$ cat src/design/lmsd_pkg.sv
// Shared types and constants for the LED matrix scan dimmer.
`default_nettype none

package lmsd_pkg;

    // Field widths of the item and result beats
    localparam int MODE_W = 3;
    localparam int COL_W  = 4;
    localparam int ROW_W  = 5;
    localparam int SEL_W  = 12;
    localparam int ROWS_W = 32;
    localparam int BRIGHT_W = 8;

    // One-hot decode width covering every column index the column field can hold
    localparam int ONEHOT_W = 16;

    // Configuration port
    localparam int APB_ADDR_W = 3;
    localparam int APB_DATA_W = 32;
    localparam logic REG_BRIGHTNESS = 1'b0;

    // Parameter defaults
    localparam int COLUMNS_DEFAULT    = 12;
    localparam int ROW_BITS_DEFAULT   = 32;
    localparam int TIMER_BITS_DEFAULT = 8;

    localparam logic [BRIGHT_W-1:0] BRIGHT_CLAMP     = 8'd200;
    localparam logic [BRIGHT_W-1:0] DARK_COMPARE     = 8'd255;
    localparam logic [BRIGHT_W-1:0] RESET_BRIGHTNESS = 8'd128;
    localparam logic [BRIGHT_W-1:0] RESET_COMPARE    = 8'd127;

    typedef enum logic [MODE_W-1:0] {
        MODE_SET       = 3'd0,
        MODE_CLEAR     = 3'd1,
        MODE_TOGGLE    = 3'd2,
        MODE_CLEAR_ALL = 3'd3,
        MODE_TICK      = 3'd4
    } mode_t;

    // Decoded operation of the item in flight
    typedef struct packed {
        logic do_set;
        logic do_clear;
        logic do_toggle;
        logic do_clear_all;
        logic do_tick;
    } item_op_t;

    // Scan status after the item in flight
    typedef struct packed {
        logic lit;
        logic frame;
    } scan_status_t;

endpackage

`default_nettype wire

$ cat src/design/led_matrix_scan_dimmer.sv
// LED matrix scanner with PWM dimming: top level with input and result registers.
//
// Use:
//   Input beats (in_valid/in_stall) carry mode, column and row. Modes set, clear
//   and toggle one bitmap bit, clear-all empties the bitmap, and tick advances
//   the scan timer. Every input beat yields exactly one result beat
//   (out_valid/out_stall) with output_enable, frame_valid, column_select,
//   row_bits and bit_state.
//   Each beat passes the input register, then the result register, before
//   out_valid shows it. Throughput: one beat per cycle while the receiver
//   does not stall, set by the read-modify-write of the bitmap row and the
//   timer compare.
//   When the receiver stalls, the result register holds its beat and one more
//   beat waits in the input register; in_stall rises only when both are full.
//   The brightness register sits at byte address 0 of the APB-style port;
//   write it only while no beat is in flight.
//   Reset clears the bitmap, the timer and the active column, loads the
//   compare value 127 and the brightness 128, and blanks the output.
`default_nettype none

module led_matrix_scan_dimmer #(
    parameter int COLUMNS    = lmsd_pkg::COLUMNS_DEFAULT,
    parameter int ROW_BITS   = lmsd_pkg::ROW_BITS_DEFAULT,
    parameter int TIMER_BITS = lmsd_pkg::TIMER_BITS_DEFAULT
) (
    input  wire logic                              clk,
    input  wire logic                              rst_n,
    input  wire logic                              in_valid,
    output logic                                   in_stall,
    input  wire logic [lmsd_pkg::MODE_W-1:0]       mode,
    input  wire logic [lmsd_pkg::COL_W-1:0]        column,
    input  wire logic [lmsd_pkg::ROW_W-1:0]        row,
    output logic                                   out_valid,
    input  wire logic                              out_stall,
    output logic                                   output_enable,
    output logic                                   frame_valid,
    output logic      [lmsd_pkg::SEL_W-1:0]        column_select,
    output logic      [lmsd_pkg::ROWS_W-1:0]       row_bits,
    output logic                                   bit_state,
    input  wire logic                              psel,
    input  wire logic                              penable,
    input  wire logic                              pwrite,
    input  wire logic [lmsd_pkg::APB_ADDR_W-1:0]   paddr,
    input  wire logic [lmsd_pkg::APB_DATA_W-1:0]   pwdata,
    output logic      [lmsd_pkg::APB_DATA_W-1:0]   prdata,
    output logic                                   pready
);

    localparam int CIW = (COLUMNS > 1) ? $clog2(COLUMNS) : 1;

    // Input register
    logic                          in_valid_reg;
    logic [lmsd_pkg::MODE_W-1:0]   mode_reg;
    logic [lmsd_pkg::COL_W-1:0]    column_reg;
    logic [lmsd_pkg::ROW_W-1:0]    row_reg;

    // Result register
    logic                          out_valid_reg;
    logic                          oe_reg;
    logic                          frame_reg;
    logic [lmsd_pkg::SEL_W-1:0]    sel_reg;
    logic [lmsd_pkg::ROWS_W-1:0]   rows_reg;
    logic                          bit_reg;

    logic                          advance;
    logic                          in_accept;
    lmsd_pkg::item_op_t            op;
    lmsd_pkg::scan_status_t        status;
    logic [CIW-1:0]                scan_column;
    logic [ROW_BITS-1:0]           scan_rows;
    logic                          bit_value;
    logic [lmsd_pkg::BRIGHT_W-1:0] brightness;
    logic [lmsd_pkg::ONEHOT_W-1:0] onehot;

    // Advance the held beat when the result register is free or being drained
    assign advance   = in_valid_reg && (!out_valid_reg || !out_stall);
    assign in_stall  = in_valid_reg && !advance;
    assign in_accept = in_valid && !in_stall;

    // Decode the held mode; unused codes do nothing
    always_comb
    begin
        op = '0;
        if (advance)
        begin
            case (lmsd_pkg::mode_t'(mode_reg))
                lmsd_pkg::MODE_SET:       op.do_set       = 1'b1;
                lmsd_pkg::MODE_CLEAR:     op.do_clear     = 1'b1;
                lmsd_pkg::MODE_TOGGLE:    op.do_toggle    = 1'b1;
                lmsd_pkg::MODE_CLEAR_ALL: op.do_clear_all = 1'b1;
                lmsd_pkg::MODE_TICK:      op.do_tick      = 1'b1;
                default:                  op              = '0;
            endcase
        end
    end

    lmsd_apb u_apb (
        .clk        (clk),
        .rst_n      (rst_n),
        .psel       (psel),
        .penable    (penable),
        .pwrite     (pwrite),
        .paddr      (paddr),
        .pwdata     (pwdata),
        .prdata     (prdata),
        .pready     (pready),
        .brightness (brightness)
    );

    lmsd_bitmap #(
        .COLUMNS  (COLUMNS),
        .ROW_BITS (ROW_BITS),
        .CIW      (CIW)
    ) u_bitmap (
        .clk         (clk),
        .rst_n       (rst_n),
        .op          (op),
        .column      (column_reg),
        .row         (row_reg),
        .scan_column (scan_column),
        .bit_state   (bit_value),
        .scan_rows   (scan_rows)
    );

    lmsd_scan #(
        .COLUMNS    (COLUMNS),
        .TIMER_BITS (TIMER_BITS),
        .CIW        (CIW)
    ) u_scan (
        .clk         (clk),
        .rst_n       (rst_n),
        .tick        (op.do_tick),
        .brightness  (brightness),
        .status      (status),
        .scan_column (scan_column)
    );

    // Column select is the one-hot of the frame column, cut to the port width
    assign onehot = lmsd_pkg::ONEHOT_W'(1) << scan_column;

    // Control: valid flags
    always_ff @(posedge clk or negedge rst_n)
    begin
        if (!rst_n)
        begin
            in_valid_reg  <= 1'b0;
            out_valid_reg <= 1'b0;
        end
        else
        begin
            if (!in_stall)
            begin
                in_valid_reg <= in_valid;
            end
            if (advance)
            begin
                out_valid_reg <= 1'b1;
            end
            else if (!out_stall)
            begin
                out_valid_reg <= 1'b0;
            end
        end
    end

    // Payload: hold the input beat and load the result beat
    always_ff @(posedge clk)
    begin
        if (in_accept)
        begin
            mode_reg   <= mode;
            column_reg <= column;
            row_reg    <= row;
        end
        if (advance)
        begin
            oe_reg    <= status.lit;
            frame_reg <= status.frame;
            sel_reg   <= status.frame ? onehot[lmsd_pkg::SEL_W-1:0] : '0;
            rows_reg  <= status.frame ? lmsd_pkg::ROWS_W'(scan_rows) : '0;
            bit_reg   <= bit_value;
        end
    end

    assign out_valid     = out_valid_reg;
    assign output_enable = oe_reg;
    assign frame_valid   = frame_reg;
    assign column_select = sel_reg;
    assign row_bits      = rows_reg;
    assign bit_state     = bit_reg;

`ifndef SYNTHESIS
    a_frame_blanks: assert property (@(posedge clk) disable iff (!rst_n)
        out_valid && frame_valid |-> !output_enable)
        else $error("frame beat with the output lit");

    a_no_frame_quiet: assert property (@(posedge clk) disable iff (!rst_n)
        out_valid && !frame_valid |-> (column_select == '0) && (row_bits == '0))
        else $error("column or row bits outside a frame beat");

    a_frame_not_bit: assert property (@(posedge clk) disable iff (!rst_n)
        out_valid && frame_valid |-> !bit_state && $onehot0(column_select))
        else $error("frame beat with a bit state or several columns");

    a_stall_needs_beat: assert property (@(posedge clk) disable iff (!rst_n)
        in_stall |-> in_valid_reg && out_valid_reg && out_stall)
        else $error("input stalled with no beat held");
`endif

endmodule

`default_nettype wire

$ cat src/design/lmsd_apb.sv
// Brightness register behind the APB-style configuration port.
`default_nettype none

module lmsd_apb (
    input  wire logic                              clk,
    input  wire logic                              rst_n,
    input  wire logic                              psel,
    input  wire logic                              penable,
    input  wire logic                              pwrite,
    input  wire logic [lmsd_pkg::APB_ADDR_W-1:0]   paddr,
    input  wire logic [lmsd_pkg::APB_DATA_W-1:0]   pwdata,
    output logic      [lmsd_pkg::APB_DATA_W-1:0]   prdata,
    output logic                                   pready,
    output logic      [lmsd_pkg::BRIGHT_W-1:0]     brightness
);

    logic [lmsd_pkg::BRIGHT_W-1:0] brightness_reg;
    logic [lmsd_pkg::BRIGHT_W-1:0] brightness_next;
    logic                          hit;

    assign hit = (paddr[lmsd_pkg::APB_ADDR_W-1] == lmsd_pkg::REG_BRIGHTNESS);

    always_comb
    begin
        brightness_next = brightness_reg;
        if (psel && penable && pwrite && hit)
        begin
            brightness_next = pwdata[lmsd_pkg::BRIGHT_W-1:0];
        end
    end

    always_ff @(posedge clk or negedge rst_n)
    begin
        if (!rst_n)
        begin
            brightness_reg <= lmsd_pkg::RESET_BRIGHTNESS;
        end
        else
        begin
            brightness_reg <= brightness_next;
        end
    end

    assign pready     = 1'b1;
    assign prdata     = hit ? lmsd_pkg::APB_DATA_W'(brightness_reg) : '0;
    assign brightness = brightness_reg;

endmodule

`default_nettype wire

$ cat src/design/lmsd_bitmap.sv
// Bitmap store: single-bit updates, clear-all and the frame row read.
`default_nettype none

module lmsd_bitmap #(
    parameter int COLUMNS  = lmsd_pkg::COLUMNS_DEFAULT,
    parameter int ROW_BITS = lmsd_pkg::ROW_BITS_DEFAULT,
    parameter int CIW      = (COLUMNS > 1) ? $clog2(COLUMNS) : 1
) (
    input  wire logic                          clk,
    input  wire logic                          rst_n,
    input  wire lmsd_pkg::item_op_t            op,
    input  wire logic [lmsd_pkg::COL_W-1:0]    column,
    input  wire logic [lmsd_pkg::ROW_W-1:0]    row,
    input  wire logic [CIW-1:0]                scan_column,
    output logic                               bit_state,
    output logic      [ROW_BITS-1:0]           scan_rows
);

    localparam int RIW = (ROW_BITS > 1) ? $clog2(ROW_BITS) : 1;

    logic [ROW_BITS-1:0] bitmap_reg [COLUMNS];
    logic [ROW_BITS-1:0] word_next;
    logic [ROW_BITS-1:0] word;
    logic [ROW_BITS-1:0] bit_mask;
    logic [CIW-1:0]      rd_idx;
    logic                addr_ok;
    logic                bit_op;
    logic                old_bit;

    assign addr_ok = ((lmsd_pkg::COL_W + 1)'(column) < (lmsd_pkg::COL_W + 1)'(COLUMNS))
                  && (((lmsd_pkg::ROW_W + 1)'(row) + (lmsd_pkg::ROW_W + 1)'(1))
                      < (lmsd_pkg::ROW_W + 1)'(ROW_BITS));
    assign bit_op  = addr_ok && (op.do_set || op.do_clear || op.do_toggle);

    // One read port: the scan column on a tick, the addressed column otherwise
    always_comb
    begin
        if (op.do_tick)
        begin
            rd_idx = scan_column;
        end
        else if (addr_ok)
        begin
            rd_idx = column[CIW-1:0];
        end
        else
        begin
            rd_idx = '0;
        end
    end

    assign word     = bitmap_reg[rd_idx];
    assign bit_mask = ROW_BITS'(1) << row[RIW-1:0];
    assign old_bit  = |(word & bit_mask);

    always_comb
    begin
        word_next = word;
        if (op.do_set)
        begin
            word_next = word | bit_mask;
        end
        else if (op.do_clear)
        begin
            word_next = word & ~bit_mask;
        end
        else if (op.do_toggle)
        begin
            word_next = word ^ bit_mask;
        end
    end

    always_ff @(posedge clk or negedge rst_n)
    begin
        if (!rst_n)
        begin
            for (int i = 0; i < COLUMNS; i++)
            begin
                bitmap_reg[i] <= '0;
            end
        end
        else if (op.do_clear_all)
        begin
            for (int i = 0; i < COLUMNS; i++)
            begin
                bitmap_reg[i] <= '0;
            end
        end
        else if (bit_op)
        begin
            bitmap_reg[rd_idx] <= word_next;
        end
    end

    assign bit_state = bit_op && (op.do_set || (op.do_toggle && !old_bit));
    assign scan_rows = word;

endmodule

`default_nettype wire

$ cat src/design/lmsd_scan.sv
// Scan timer, blanking compare and active column sequencing.
`default_nettype none

module lmsd_scan #(
    parameter int COLUMNS    = lmsd_pkg::COLUMNS_DEFAULT,
    parameter int TIMER_BITS = lmsd_pkg::TIMER_BITS_DEFAULT,
    parameter int CIW        = (COLUMNS > 1) ? $clog2(COLUMNS) : 1
) (
    input  wire logic                             clk,
    input  wire logic                             rst_n,
    input  wire logic                             tick,
    input  wire logic [lmsd_pkg::BRIGHT_W-1:0]    brightness,
    output lmsd_pkg::scan_status_t                status,
    output logic      [CIW-1:0]                   scan_column
);

    localparam int CW = (TIMER_BITS > lmsd_pkg::BRIGHT_W) ? TIMER_BITS : lmsd_pkg::BRIGHT_W;

    logic [TIMER_BITS-1:0]         timer_reg, timer_next;
    logic [lmsd_pkg::BRIGHT_W-1:0] compare_reg, compare_next;
    logic                          lit_reg, lit_next;
    logic [CIW-1:0]                column_reg, column_next;
    logic [lmsd_pkg::BRIGHT_W-1:0] clamped;
    logic                          frame;

    assign clamped = (brightness > lmsd_pkg::BRIGHT_CLAMP) ? lmsd_pkg::BRIGHT_CLAMP : brightness;

    always_comb
    begin
        timer_next   = timer_reg;
        compare_next = compare_reg;
        lit_next     = lit_reg;
        column_next  = column_reg;
        frame        = 1'b0;
        if (tick)
        begin
            timer_next = timer_reg + TIMER_BITS'(1);
            if (timer_next == '0)
            begin
                // Wrap: blank, latch the compare and step the column
                compare_next = ~clamped;
                lit_next     = 1'b0;
                frame        = 1'b1;
                column_next  = (column_reg == CIW'(COLUMNS - 1)) ? '0
                             : column_reg + CIW'(1);
            end
            else if ((CW'(timer_next) == CW'(compare_reg))
                     && (compare_reg != lmsd_pkg::DARK_COMPARE))
            begin
                lit_next = 1'b1;
            end
        end
    end

    always_ff @(posedge clk or negedge rst_n)
    begin
        if (!rst_n)
        begin
            timer_reg   <= '0;
            compare_reg <= lmsd_pkg::RESET_COMPARE;
            lit_reg     <= 1'b0;
            column_reg  <= '0;
        end
        else
        begin
            timer_reg   <= timer_next;
            compare_reg <= compare_next;
            lit_reg     <= lit_next;
            column_reg  <= column_next;
        end
    end

    assign status.lit   = lit_next;
    assign status.frame = frame;
    assign scan_column  = column_reg;

`ifndef SYNTHESIS
    a_column_in_range: assert property (@(posedge clk) disable iff (!rst_n)
        (CW + 1)'(column_reg) < (CW + 1)'(COLUMNS))
        else $error("active column beyond the last column");

    a_compare_floor: assert property (@(posedge clk) disable iff (!rst_n)
        compare_reg >= ~lmsd_pkg::BRIGHT_CLAMP)
        else $error("compare value below the clamped floor");

    a_dark_stays_dark: assert property (@(posedge clk) disable iff (!rst_n)
        (compare_reg == lmsd_pkg::DARK_COMPARE) && !lit_reg && !$rose(compare_reg == lmsd_pkg::DARK_COMPARE) |=> !lit_reg || (compare_reg != $past(compare_reg)))
        else $error("output lit with a dark compare value");
`endif

endmodule

`default_nettype wire

$ cat config.mk
export PLATFORM = sky130hd
export DESIGN_NAME = led_matrix_scan_dimmer
export DESIGN_NICKNAME = d
export VERILOG_FILES = /design/src/design/lmsd_pkg.sv /design/src/design/led_matrix_scan_dimmer.sv /design/src/design/lmsd_apb.sv /design/src/design/lmsd_bitmap.sv /design/src/design/lmsd_scan.sv
export SDC_FILE = /design/constraint.sdc
export NUM_CORES = 1
export LEC_CHECK = 0
export BUFFER_PORTS_ARGS = -buffer_cell sky130_fd_sc_hd__buf_2
export CAP_MARGIN = 25
export CORE_AREA = 2 2 284 230
export DETAILED_ROUTE_END_ITERATION = 8
export DIE_AREA = 0 0 286 232
export PLACE_DENSITY_LB_ADDON = 0.3
export SLEW_MARGIN = 10
export SYNTH_ARGS = -nofsm -noshare
export SYNTH_HDL_FRONTEND = slang
export SYNTH_SLANG_ARGS = --single-unit
export TNS_END_PERCENT = 30
$ cat constraint.sdc
create_clock -name clk -period 5.8 [get_ports clk]
set_input_delay 1.16 -clock clk [delete_from_list [all_inputs] [get_ports clk]]
set_output_delay 1.16 -clock clk [all_outputs]
set_load 0.02 [all_outputs]
==> impl_metrics.json, run 1 <==
{
  "grt_max_degree": 170,
  "start_util_pct": 39.6,
  "pwr-share-seq_pct": 44.9,
  "drc": 0,
  "worstMarginPinSlew_ns": 1.13,
  "antenna_found_initial": 0,
  "syn-mean-instance-area_um2": 10.3,
  "drtIter0Drc": 2115,
  "yosysWarningCount": 0,
  "crit_path_cell_trace": "buf_2, a21bo_2, o22ai_4, o2bb2ai_1, nor2_4, buf_4, a221oi_1, a21oi_1, ha_1, nor4_1, nand4_1, o21ai_0, and3b_1",
  "die_h_um": 232,
  "grt_pass1_wl_um": 120000,
  "synth_edf_count": 59,
  "hpwl_um": 47600,
  "synth_ff_type": "dfrtp_1",
  "multi_input_area_mm2": 0.0118,
  "num_vias": 20200,
  "drv_cap": 0,
  "hold_class": "reg -> reg",
  "timing.fmax_mhz": 206,
  "maxSlewHeadroom_pct": 24.8,
  "cts_num_sinks": 474,
  "intPower_w": 0.00620,
  "skew_ns": 0.0251,
  "synth_seq_cells": 474,
  "die_x_um": 286,
  "row_count": 83,
  "crit_required_ns": 6.27,
  "syn_area_mm2": 0.0251,
  "num_io_pins": 136,
  "worstSetupPathType": "in -> reg",
  "rsz0062_at_grt": "no",
  "wl_per_cell_um": 23.7,
  "gp_congestion": 0.851,
  "fin_crit_ns": 4.84,
  "fillCellCount": 5876,
  "overflow": 0,
  "synth_top_cell_area_share_pct": 40.5,
  "io_buffers": 84,
  "cts-hold-fix-buffers": 0,
  "yosys-top-cells-area": "dfrtp_1 41%, edfxtp_1 7.0%, mux2_2 5.5%",
  "synth_cell_types": 63,
  "period_share_pct": 83.5,
  "vias_per_cell": 6.13,
  "timing.hold.ws_ns": 0.474,
  "power.switching_w": 0.00261,
  "switching_share_pct": 29.6,
  "final.setup.tns_ns": 0,
  "numCtsBuffers": 49,
  "pre_cts_ws_ns": 0.533,
  "layout_setup_ws_ns": 0.956,
  "final_util_pct": 44.1,
  "fp.coreArea_mm2": 0.0636,
  "ctsResizeCount": 0,
  "area_growth_pct": 11.4,
  "slew_viol_final": 0,
  "cts_tree": "built",
  "first_pass_iters": 6,
  "cp.arrival_ns": 5.32,
  "end_kind": "flip-flop",
  "grt_use_total_pct": 23.2,
  "worst_setup_hold_path_clk_slew_ns": 0.06,
  "syn-instance-count": 2431,
  "yosysTopAreaCell": "dfrtp_1",
  "synth.most_common_cell": "dfrtp_1",
  "clockPowerShare_pct": 36.2,
  "crit_family": "compound AO/OA/AOI/OAI gates",
  "clk_latency_ns": 0.60,
  "largest_reg_flops": 384,
  "synth_common_cells": "407 x dfrtp_1, 196 x o21ai_0, 195 x clkbuf_1",
  "yosysSeqAreaShare_pct": 48.4,
  "drt-total-wl_um": 78000,
  "leakagePower_nw": 12.3,
  "cts_setup_buffers": 0,
  "final-setup-viol-count": 0,
  "irDropWorstVdd_v": 0.000185,
  "nNetsFinal": 2559,
  "root_buffer": "clkbuf_16",
  "crit_slowest_cell": "o2bb2ai_1",
  "p_per_area_mw_per_mm2": 315,
  "ys_async_sr_fraction_pct": 87.6,
  "crit_fanout": 14,
  "cp_num_buf_inv": 2,
  "critPathLaunchType": "input pin",
  "p_comb_share_pct": 18.8,
  "status": "finished clean",
  "regArea_mm2": 0.0122,
  "hold_violations": 0,
  "cpPeakStageDelay_ns": 0.73,
  "ant_nets": 0,
  "h-tree-depth": 2,
  "drive_gt1_share_pct": 17.5,
  "cts_buffer_depth": 3,
  "grt_pass1_vias": 19600,
  "die_area_mm2": 0.0664
}
-- routing by layer --
layer	share of wire, %	global-route usage, %	vias to the layer above
met2	45	35.5	852
met1	45	33.7	10300
met4	2.5	7.22	0
met5	0	0	-
met3	8.1	3.79	128
li1	-	-	8912
-- cell usage in the layout, fill, tap and decap left out, types with 59 or more instances in the layout --
cell / synthesis / layout
buf_2: 19 / 85
nor2_1: 161 / 158
nand3_1: 140 / 138
o21ai_0: 196 / 196
mux2_2: 122 / 122
buf_4: 33 / 67
nand2_1: 137 / 133
o211ai_1: 161 / 161
a221oi_1: 64 / 64
ha_1: 103 / 103
dfrtp_1: 407 / 407
o2bb2ai_1: 121 / 121
edfxtp_1: 59 / 59
-- final timing paths --
path	from	to	slack (ns)	cells after the start
worst min register to register	u_scan.compare_reg[3]	u_scan.compare_reg[3]	0.47	2
max in group asynchronous	rst_n	u_bitmap.bitmap_reg[206]	3.86	2
worst min-delay path	u_scan.compare_reg[3]	u_scan.compare_reg[3]	0.47	2
min in group asynchronous	rst_n	u_bitmap.bitmap_reg[279]	0.51	1
worst max register to register	row_reg[1]	u_bitmap.bitmap_reg[280]	0.96	13
worst max-delay path	out_stall	bit_state	0.96	13
-- final cells by class --
class	instances	share of cell area (%)
sequential	474	43.4
clock buffer	70	5.03
inverter	55	0.737
timing repair buffer	164	4.16
clock inverter	20	0.675
antenna	1	0.00894
multi-input combinational	1658	42.2
tap	850	3.80
-- worst register-to-register path, cell delays in order, from the launching register on --
cell	delay, ns
edfxtp_1	0.53
nand3_1	0.23
o21ai_1	0.41
o21a_4	0.56
buf_4	0.31
mux2_2	0.36
a221oi_1	0.64
a21oi_1	0.22
ha_1	0.22
a211oi_1	0.24
a21oi_1	0.07
nor2_1	0.59
nor2_1	0.11
a31o_2	0.24
-- metrics by stage --
stage                     total power [W]  instances  instance area (µm²)
after floorplan                   0.00511       2454                25200
after global placement            0.00556       3196                26400
after detailed placement          0.00565       3199                26400
after CTS                         0.00884       3289                28000
after global routing              0.00922       3291                28000
final                             0.00881       3292                28000
-- kinds of logic after synthesis --
group	count (synthesis)	share of synthesized area [%]
muxes	183	7.96
adders and majority gates	103	5.13
other	2	0.0299
and+or+nand+nor	554	10.2
xor gates and xnor gates	19	0.662
DFF	474	48.4
AOI/OAI and AO/OA	774	22.2
buffers and inverters	322	5.41
-- power groups by stage --
stage	clock, W	combinational [W]	sequential (W)
final	0.00319	0.00166	0.00396
after global routing	0.00339	0.00183	0.00400
after floorplan	0	0.00114	0.00397
after CTS	0.00325	0.00164	0.00395
after detailed placement	0	0.00163	0.00401
after global placement	0	0.00157	0.00399
Power figures use the tool's default switching activity.
==> run 2: changes to the inputs <==
==> constraint.sdc (replaced) <==
create_clock -name clk -period 5 [get_ports clk]
set_input_delay 1 -clock clk [delete_from_list [all_inputs] [get_ports clk]]
set_output_delay 1 -clock clk [all_outputs]
set_load 0.02 [all_outputs]
==> run 2 against run 1 <==
Effect of this change: worst hold slack lost 0.053 ns; first-iteration DRC count up 5.2%; power increased by 20%; via count grew 1.6%; sequential power rose by 16%; clock skew fell by 0.0072 ns; critical path depth increased by 1; largest cell class unchanged; routed wire length up 1.8%; highest routed layer unchanged; sequential share of layout area shrank 1.2 points; largest power group unchanged; final cell count rose by 2.2%.
==> impl_metrics.json, run 2 (synthesized netlist as in run 1, its figures left out) <==
{
  "status": "finished clean",
  "irDropWorstVdd_v": 0.000283,
  "r2r_slack_ns": 0.64,
  "period_share_pct": 87.1,
  "dr_wl_met3_um": 6570,
  "rsz0062_at_grt": "no",
  "area_growth_pct": 14.5,
  "layout_common_cells": "407 x dfrtp_1, 196 x o21ai_0, 161 x o211ai_1",
  "final_common_cell": "dfrtp_1",
  "final_area_mm2": 0.0288,
  "overflow": 0,
  "cts-hold-fix-buffers": 0,
  "final.setup.tns_ns": 0,
  "worst_setup_hold_path_clk_slew_ns": 0.06,
  "drv_cap": 0,
  "worstSetupPathType": "reg -> reg",
  "hold_violations": 0,
  "cts_buffer_depth": 3,
  "die_area_mm2": 0.0664,
  "nNetsFinal": 2630,
  "p_per_area_mw_per_mm2": 367,
  "num_io_pins": 136,
  "final-setup-viol-count": 0,
  "timing.fmax_mhz": 230,
  "grt_use_total_pct": 23.7,
  "start_util_pct": 39.6,
  "leakagePower_nw": 12.8,
  "die_x_um": 286,
  "row_count": 83,
  "top_layer_used": "met4",
  "wl_met1_um": 35200,
  "wl_per_cell_um": 23.6,
  "critPathLaunchType": "flip-flop",
  "drt-total-wl_um": 79400,
  "slew_viol_final": 0,
  "cp.arrival_ns": 4.82,
  "grt_max_degree": 118,
  "gp_congestion": 0.885,
  "skew_ns": 0.0178,
  "cts_setup_buffers": 0,
  "drtIter0Drc": 2225,
  "crit_required_ns": 5.46,
  "hold_class": "in -> async",
  "drc": 0,
  "numCtsBuffers": 50,
  "antenna_found_initial": 1,
  "fp.coreArea_mm2": 0.0636,
  "largest_reg_flops": 384,
  "io_buffers": 84,
  "h-tree-depth": 2,
  "crit_fanout": 25,
  "fin_crit_ns": 4.36,
  "grt_pass1_vias": 19900,
  "num_vias": 20500,
  "cts_tree": "built",
  "first_pass_iters": 5,
  "worstMarginPinSlew_ns": 1.07,
  "ctsResizeCount": 0,
  "ant_nets": 0,
  "hpwl_um": 49600,
  "dpl_cell_area_mm2": 0.0270,
  "clk_latency_ns": 0.61,
  "fillCellCount": 5838,
  "vias_per_cell": 6.10,
  "end_kind": "flip-flop",
  "grt_pass1_wl_um": 122000,
  "cts_num_sinks": 474,
  "root_buffer": "clkbuf_16",
  "drive_gt1_share_pct": 20.1,
  "diodes": 0,
  "maxSlewHeadroom_pct": 28.4,
  "die_h_um": 232,
  "wl_met2_um": 35300
}
[run 2: cell types whose count changed in the layout (fill, tap and decap cells not counted), moves of 3 or more]
cell	change
buf_12	+7
buf_4	+62
bufinv_16	+4
clkbuf_1	-4
clkbuf_8	+4
clkinvlp_4	-3
[run 2: report_power, final]
part	switching [W]	total [W]	internal [W]	leakage [nW]
clock network	0.00159	0.00397	0.00237	0.854
logic	0.00118	0.00199	0.000810	5.98
registers	0.000264	0.00459	0.00433	5.95
total	0.00304	0.0106	0.00751	12.8
[run 2: final cells by class]
cell class	instances	area, µm²	share of cell area [%]
sequential	474	12200	42.3
multi-input combinational	1658	11800	41.0
timing repair buffer	234	1800	6.26
clock buffer	70	1450	5.03
tap	850	1060	3.69
clock inverter	22	289	1.00
inverter	55	206	0.717
[run 2: routing by layer]
layer  global-route usage (%)  vias to the layer above
li1                         -                     9051
met5                        0                        -
met1                     34.4                    10400
met3                     3.66                      160
met2                     35.9                      925
met4                     8.03                        0
[run 2: worst paths after layout]
check                               startpoint                  endpoint  cells after the start
min reg2reg                u_apb.brightness[2]     u_scan.compare_reg[2]                      1
max                                 row_reg[1]                 bit_state                     14
min                                      rst_n  u_bitmap.bitmap_reg[182]                      1
min in group clk           u_apb.brightness[2]     u_scan.compare_reg[2]                      1
max reg2reg                         row_reg[1]                 bit_state                     14
max in group asynchronous                rst_n   u_bitmap.bitmap_reg[27]                      2
[run 2: critical path, cell delays in order, from the launching register on]
cell and delay [ns]:
edfxtp_1 0.54, nand3_1 0.23, o21ai_1 0.40, o21a_4 0.31, buf_12 0.24, mux2_2 0.36
a221oi_1 0.32, a21oi_1 0.19, ha_1 0.28, nor4_1 0.46, buf_4 0.19, nand4_1 0.11
buf_4 0.20, o21ai_0 0.18, and3b_1 0.18
[run 2: stage by stage]
step / util [%] / instances / hold WS (ns) / setup slack (ns) / total power [W]
detailed placement: 42.5 / 3269 / 0.466 / 0.295 / 0.00662
floorplan: - / 2454 / 0.418 / 0.309 / 0.00593
finish: 45.3 / 3363 / 0.421 / 0.644 / 0.0106
global placement: 42.5 / 3266 / 0.454 / 0.287 / 0.00653
CTS: 45.2 / 3361 / 0.476 / 0.768 / 0.0106
global route: 45.3 / 3363 / 0.498 / 0.508 / 0.0110
